### config.mk
export PLATFORM = sky130hd
export DESIGN_NAME = nlb_dist
export DESIGN_NICKNAME = d
export VERILOG_FILES = /design/src/sv/nlb_pkg.sv /design/src/sv/nlb_dist.sv
export SDC_FILE = /design/constraint.sdc
export NUM_CORES = 2
export LEC_CHECK = 0
export ABC_AREA = 1
export BUFFER_PORTS_ARGS = -buffer_cell sky130_fd_sc_hd__buf_4
export CORE_AREA = 2 2 359 361
export DETAILED_ROUTE_END_ITERATION = 6
export DIE_AREA = 0 0 361 363
export HOLD_SLACK_MARGIN = 0.05
export SYNTH_ARGS = -nofsm -noshare
export SYNTH_HDL_FRONTEND = slang
export SYNTH_SLANG_ARGS = --single-unit
### constraint.sdc
create_clock -name clk -period 11.39 [get_ports clk]
set_input_delay 0.5695 -clock clk [delete_from_list [all_inputs] [get_ports clk]]
set_output_delay 0.5695 -clock clk [all_outputs]
set_load 0.05 [all_outputs]
### src/sv/nlb_pkg.sv
package nlb_pkg;

    localparam int MAX_ATOMS_DEF     = 1024;
    localparam int MAX_NEIGHBORS_DEF = 32;
    localparam int COORD_BITS_DEF    = 16;

    localparam int COUNT_W  = 11;
    localparam int BOX_W    = 16;
    localparam int CUTOFF_W = 32;
    localparam int IDX_W    = 10;
    localparam int POS_W    = 16;
    localparam int CFG_IDX_W  = 3;
    localparam int CFG_DATA_W = 32;

    localparam logic [CFG_IDX_W-1:0] REG_ATOM_COUNT = 3'd0;
    localparam logic [CFG_IDX_W-1:0] REG_BOX_X      = 3'd1;
    localparam logic [CFG_IDX_W-1:0] REG_BOX_Y      = 3'd2;
    localparam logic [CFG_IDX_W-1:0] REG_BOX_Z      = 3'd3;
    localparam logic [CFG_IDX_W-1:0] REG_CUTOFF_SQ  = 3'd4;

    localparam logic CMD_LOAD  = 1'b0;
    localparam logic CMD_QUERY = 1'b1;

    typedef struct packed {
        logic [BOX_W-1:0] x;
        logic [BOX_W-1:0] y;
        logic [BOX_W-1:0] z;
    } box_t;

    typedef enum logic [2:0] {
        ST_IDLE,
        ST_SELF,
        ST_LATCH,
        ST_SCAN,
        ST_DRAIN
    } state_t;

endpackage

### src/sv/nlb_dist.sv
module nlb_dist #(
    parameter int COORD_BITS = nlb_pkg::COORD_BITS_DEF
) (
    input  logic                              clk,
    input  logic                              rst_n,
    input  logic                              en,
    input  logic                              in_valid,
    input  logic [nlb_pkg::IDX_W-1:0]         in_index,
    input  logic [3*COORD_BITS-1:0]           other,
    input  logic [3*COORD_BITS-1:0]           self_pos,
    input  nlb_pkg::box_t                     box,
    input  logic [nlb_pkg::CUTOFF_W-1:0]      cutoff_sq,
    output logic                              hit_valid,
    output logic [nlb_pkg::IDX_W-1:0]         hit_index,
    output logic                              busy
);

    import nlb_pkg::*;

    localparam int CB   = COORD_BITS;
    localparam int CMPW = (CB + 1 > BOX_W) ? CB + 1 : BOX_W;
    localparam int WW   = ((CB > BOX_W) ? CB : BOX_W) + 2;
    localparam int SW   = (2 * CB + 2 > CUTOFF_W + 1) ? 2 * CB + 2 : CUTOFF_W + 1;

    logic [BOX_W-1:0] box_arr [3];

    logic              v1_reg, v2_reg, v3_reg, v4_reg;
    logic [IDX_W-1:0]  i1_reg, i2_reg, i3_reg, i4_reg;
    logic signed [CB:0] d1_reg [3];
    logic               c1_reg [3];
    logic [CB-1:0]      m2_reg [3];
    logic [2*CB-1:0]    sq3_reg [3];
    logic               hit4_reg;

    logic signed [CB:0] d1_next [3];
    logic               c1_next [3];
    logic [CB-1:0]      m2_next [3];
    logic [2*CB-1:0]    sq3_next [3];
    logic [SW-1:0]      sum;
    logic               hit4_next;

    assign box_arr[0] = box.x;
    assign box_arr[1] = box.y;
    assign box_arr[2] = box.z;

    for (genvar a = 0; a < 3; a++)
    begin : g_axis
        logic signed [CB:0]   d;
        logic signed [CB:0]   dn;
        logic [CB-1:0]        mag;
        logic signed [WW-1:0] dw;
        logic signed [WW-1:0] bw;
        logic signed [WW-1:0] ww;
        logic signed [CB:0]   w;
        logic signed [CB:0]   wn;

        always_comb
        begin
            d   = $signed({1'b0, other[a*CB +: CB]}) - $signed({1'b0, self_pos[a*CB +: CB]});
            dn  = -d;
            mag = d[CB] ? dn[CB-1:0] : d[CB-1:0];
            d1_next[a] = d;
            c1_next[a] = CMPW'({mag, 1'b0}) > CMPW'(box_arr[a]);

            dw = WW'(d1_reg[a]);
            bw = $signed(WW'(box_arr[a]));
            if (!c1_reg[a])
            begin
                ww = dw;
            end
            else if (dw > 0)
            begin
                ww = dw - bw;
            end
            else
            begin
                ww = dw + bw;
            end
            w  = ww[CB:0];
            wn = -w;
            m2_next[a]  = w[CB] ? wn[CB-1:0] : w[CB-1:0];
            sq3_next[a] = m2_reg[a] * m2_reg[a];
        end
    end

    always_comb
    begin
        sum = SW'(sq3_reg[0]) + SW'(sq3_reg[1]) + SW'(sq3_reg[2]);
        hit4_next = v3_reg && (sum < SW'(cutoff_sq));
    end

    always_ff @(posedge clk or negedge rst_n)
    begin
        if (!rst_n)
        begin
            v1_reg   <= 1'b0;
            v2_reg   <= 1'b0;
            v3_reg   <= 1'b0;
            v4_reg   <= 1'b0;
            hit4_reg <= 1'b0;
        end
        else if (en)
        begin
            v1_reg   <= in_valid;
            v2_reg   <= v1_reg;
            v3_reg   <= v2_reg;
            v4_reg   <= v3_reg;
            hit4_reg <= hit4_next;
        end
    end

    always_ff @(posedge clk)
    begin
        if (en)
        begin
            i1_reg <= in_index;
            i2_reg <= i1_reg;
            i3_reg <= i2_reg;
            i4_reg <= i3_reg;
            for (int a = 0; a < 3; a++)
            begin
                d1_reg[a]  <= d1_next[a];
                c1_reg[a]  <= c1_next[a];
                m2_reg[a]  <= m2_next[a];
                sq3_reg[a] <= sq3_next[a];
            end
        end
    end

    assign hit_valid = v4_reg && hit4_reg;
    assign hit_index = i4_reg;
    assign busy      = v1_reg || v2_reg || v3_reg || v4_reg;

endmodule

# Word level (Yosys, flattened, before mapping)
# Memories as Yosys holds them, arrays and structs flattened.
# Index checks and enable logic that the tools add are counted.
[totals]
reg_bits = 45
ram_bits = 198
in_bits = 190
output_inout_bits = 12
elab_cells = 59
n_memories = 4
[mem_list]
columns = ["memory", "depth", "width", "rd", "rd_clocked_by_memory_dff", "wr", "line_no", "source"]
rows = [
  ["sq3_reg", 3, 32, 3, 0, 3, "nlb_dist.sv:32", "logic [2*CB-1:0] sq3_reg [3];"],
  ["d1_reg", 3, 17, 3, 0, 3, "nlb_dist.sv:29", "logic signed [CB:0] d1_reg [3];"],
  ["m2_reg", 3, 16, 3, 0, 3, "nlb_dist.sv:31", "logic [CB-1:0] m2_reg [3];"],
  ["c1_reg", 3, 1, 3, 0, 3, "nlb_dist.sv:30", "logic c1_reg [3];"],
]
[classes]
addsub = 17
multipliers = 3
n_lt_le_gt_ge = 7
muxes = 14
reduce_logical = 5
[op_table]
columns = ["operator", "count"]
rows = [
  ["17-bit 2-to-1 mux", 6],
  ["16-bit by 16-bit multiplier with 32-bit output", 3],
  ["16-bit 2-to-1 mux", 6],
  ["16-bit negation", 6],
  ["17-bit adder", 3],
  ["17-bit by 1-bit > comparator with 1-bit output, second input constant", 3],
  ["17-bit by 16-bit > comparator with 1-bit output", 3],
  ["16-bit by 16-bit subtractor with 17-bit output", 3],
  ["17-bit subtractor", 3],
  ["33-bit by 32-bit adder with 34-bit output", 1],
  ["34-bit by 32-bit < comparator with 1-bit output", 1],
  ["32-bit by 32-bit adder with 33-bit output", 1],
  ["1-bit logical OR", 3],
  ["1-bit logical AND", 2],
  ["1-bit 2-to-1 mux", 2],
]

# Logic depth before layout (Yosys ltp)
# An unclocked memory read counts as a cell.
[logic_depth]
depth_word = 6
mapped_depth = 28
ltp_nobuf = 27

# Worst setup path before layout
# OpenSTA, ideal clock, no wires.
[synth_path]
kind = "flip-flop to flip-flop"
start = "memory m2_reg[0][41] (netlist name)"
end = "memory sq3_reg[0][90] (netlist name) (data pin)"
setup_ns = 0.252
arrival_ns = 5.405
required_ns = 11.138
slack_ns = 5.733
stages_incl_launch_ff = 28
n_path_buf = 1
synth_period_minus_slack_ns = 5.657
path_cell_list = "edfxtp_1 -> clkbuf_1 -> nand2_1 -> inv_1 -> fa_1 -> inv_1 -> fa_1 -> inv_1 -> fa_1 -> inv_1 -> fa_1 -> inv_1 -> fa_1 -> inv_1 -> fa_1 -> inv_1 -> ha_1 -> a21oi_1 -> inv_1 -> a21oi_1 -> nor2_1 -> nor2_1 -> o21ai_0 -> a21o_1 -> nand2_1 -> nand2_1 -> nand2_1 -> nand2_1"
[synth_rtl]
columns = ["element", "line_no"]
rows = [
  ["start, declared", "nlb_dist.sv:31"],
  ["end, declared", "nlb_dist.sv:32"],
]

==> metrics.md <==
| Metric | Value |
|---|---|
| Status | `completed` |
| Max Slew Vio Count | `0` |
| Dominant cell type by area after synthesis | `fa_1` |
| CTS tree | `done` |
| Gpl congestion | `~0.89` |
| Initial antenna violation count | `2` |
| Area share of the largest cell type after synthesis | `23.7%` |
| Crit path buf inv count | `3` |
| Critical path fanouts, max | `17` |
| 1st-iter DRT viols | `1966` |
| CP arrival | `6.48 ns` |
| Reg2reg path depth | `19` |
| Most used DFF post-synth | `edfxtp_1` |
| Most frequent cell after synthesis | `inv_1` |
| CTS Buf Count | `29` |
| Number of cells on the critical path | `19` |
| Max FFs per register | `93` |
| Clock tree buffer depth | `3` |
| Syn_area_per_cell | `around 7.6 sq um` |
| Hold buffers post-CTS | `1` |
| Critical Setup Path Class | `reg2reg` |
| Reg2reg start | `m2_reg[0][27]` |
| Total Nets Final | `approximately 7100` |
| Worst hold path type | `in2reg` |
| CTS resizes | `0` |
| Hold Path End | `i1_reg[8]` |
| First-pass GRT wire length | `approximately 180 mm` |
| Crit share post-route | `approximately 54%` |
| Vias in the first global route | `roughly 36000` |
| Slew margin rel. | `around 40%` |
| TNS Setup | `0 ns` |
| Die H | `about 360 um` |
| Clk_skew | `0.0146 ns` |
| Total Die Area | `131000 sq um` |
| 1st-pass router iterations | `6` |
| Ports | `202` |
| Data required time of the worst path | `around 12 ns` |
| Slew @ Worst Pin | `a little under 0.9 ns` |
| Mapped Area | `about 44000 sq um` |
| DR WL/cell | `approximately 14 um` |
| Vias | `35205` |
| Layout area overhead | `9.33%` |
| Slowest CP cell | `edfxtp_1` |
| Vias per inst | `4.64` |
| RSZ-0062 raised after global routing | `false` |
| Largest stage delay on the critical path | `between 0.8 and 0.9 ns` |
| Cell mode on critical path | `fa_1` |
| Crit path max-delay family | `adder cells` |
| CTS H-Tree Depth | `1` |
| Drt drc | `0` |
| Final setup vio count | `0` |
| Crit start category | `flip-flop` |
| Worst Setup End Kind | `flip-flop` |
| Synthesis-stage register bit count | `240` |
| Hpwl dp | `91.3 mm` |
| GRT Overall Usage | `approximately 16%` |
| Layout fillers | `13151` |
| R2R setup slack | `about 5.3 ns` |
| EDFF count, synth | `roughly 240` |
| CTS clk-pin slew, worst paths | `0.06 ns` |
| Clock Sinks | `240` |
| Worst skew pair latency | `just over 0.6 ns` |
| Highest Clock Rate | `~160 MHz` |
| Ys Warns | `0` |
| Max-Cap Viols | `0` |
| Remaining antenna violation count after routing | `0` |
| Distinct cell type count of the synthesized netlist | `53` |
| PortBufs | `around 200` |
| Layout cells sized above 1 | `under 10%` |
| Placement Rows | `~130` |
| Asr flop ratio synth | `roughly 2.1%` |
| Capturing point of the worst reg2reg path | `sq3_reg[0][60]` |
| Largest net degree at the start of global routing | `64` |
| Core area | `127000 sq um` |
| WL final | `between 100 and 150 mm` |
| Postcts setup bufs | `0` |
| Hold Fails Final Rpt | `0` |
| Most common library cells after synthesis | `1453 x inv_1, 1406 x nand2_1, 524 x fa_1` |
| Hold Crit Start | `in_index[8]` |
| Post-Syn Instances | `5777` |
| Clock Tree Root | `clkbuf_16` |
| Die X | `361 um` |
| Starting Density | `roughly a third` |
| Overflow after GRT | `0` |
| Synth area leaders | `fa_1 24%, edfxtp_1 16%, ha_1 15%` |
| Minimum clock period | `6.13 ns` |
| Critical path cell sequence | `nand2_1, fa_1, inv_1, fa_1, fa_1, fa_1, fa_1, inv_1, fa_1, inv_1, ha_1, nand2_1, nor4_1, nand3_1, nand3_1, nand2_1, nand3_1, a21oi_1, xor2_1` |
| Hold Crit Depth | `1` |
| Sequential fraction of the synthesis area | `between 10% and 20%` |
cells by family (layout without fill, tap and decap cells):
group           Yosys count  count (layout)  synth area share [%]
compound gates          468             468                  6.01
xor+xnor                254             254                  5.05
fa+ha+maj              1040            1040                  38.4
buf+inv                1575            1723                  13.5
flops                   240             240                  16.3
other cells               2               5                0.0170
simple gates           2198            2198                  20.8
per-stage QoR:
stage	instance area, sq um	instances	setup slack (ns)	hold slack [ns]	utilization, %
2_1_floorplan	44200	5778	5.73	0.274	-
3_3_place_gp	47400	7534	5.33	0.374	37.3
3_5_place_dp	47400	7534	5.29	0.376	37.3
4_1_cts	48300	7588	5.28	0.0775	38.0
5_1_grt	48300	7590	4.87	0.0952	38.0
6_report	48300	7590	5.26	0.136	38.0
metal layers:
| metal | track usage [%] | share of wire (%) |
|---|---|---|
| met2 | 28.0 | 47 |
| met5 | 0 | 0 |
| met4 | 4.36 | 2.5 |
| met1 | 22.0 | 47 |
| met3 | 1.52 | 3.8 |
worst max path at each step:
stage,startpoint,endpoint
after floorplan,m2_reg[0][41],sq3_reg[0][90]
after global placement,m2_reg[0][24],sq3_reg[0][60]
after detailed placement,m2_reg[0][24],sq3_reg[0][60]
after CTS,m2_reg[0][24],sq3_reg[0][60]
after global routing,m2_reg[0][9],sq3_reg[0][23]
final,m2_reg[0][27],sq3_reg[0][60]
area by class of cell:
type	instances	area (sq um)	share of cell area [%]
antenna	2	5.00	0.0104
clock inverter	22	205	0.425
tap	1662	2080	4.30
sequential	240	7180	14.9
inverter	1461	5480	11.4
clock buffer	31	733	1.52
multi-input combinational	3963	31000	64.3
timing repair buffer	209	1580	3.27
placed cells by master (no fill, tap or decap), types with 31 or more instances in the layout:
master	n
edfxtp_1	235
inv_1	1453
nand3_1	257
xor2_1	190
o21ai_0	125
ha_1	516
buf_4	207
nor3_1	61
a21oi_1	214
a21o_1	31
nand4_1	61
xnor2_1	63
nand2_1	1406
nor2_1	291
or2_2	40
fa_1	524
Power is left out: the tool's default activity adds up to more than one toggle a clock period on the data nets, which glitch-free logic cannot reach.
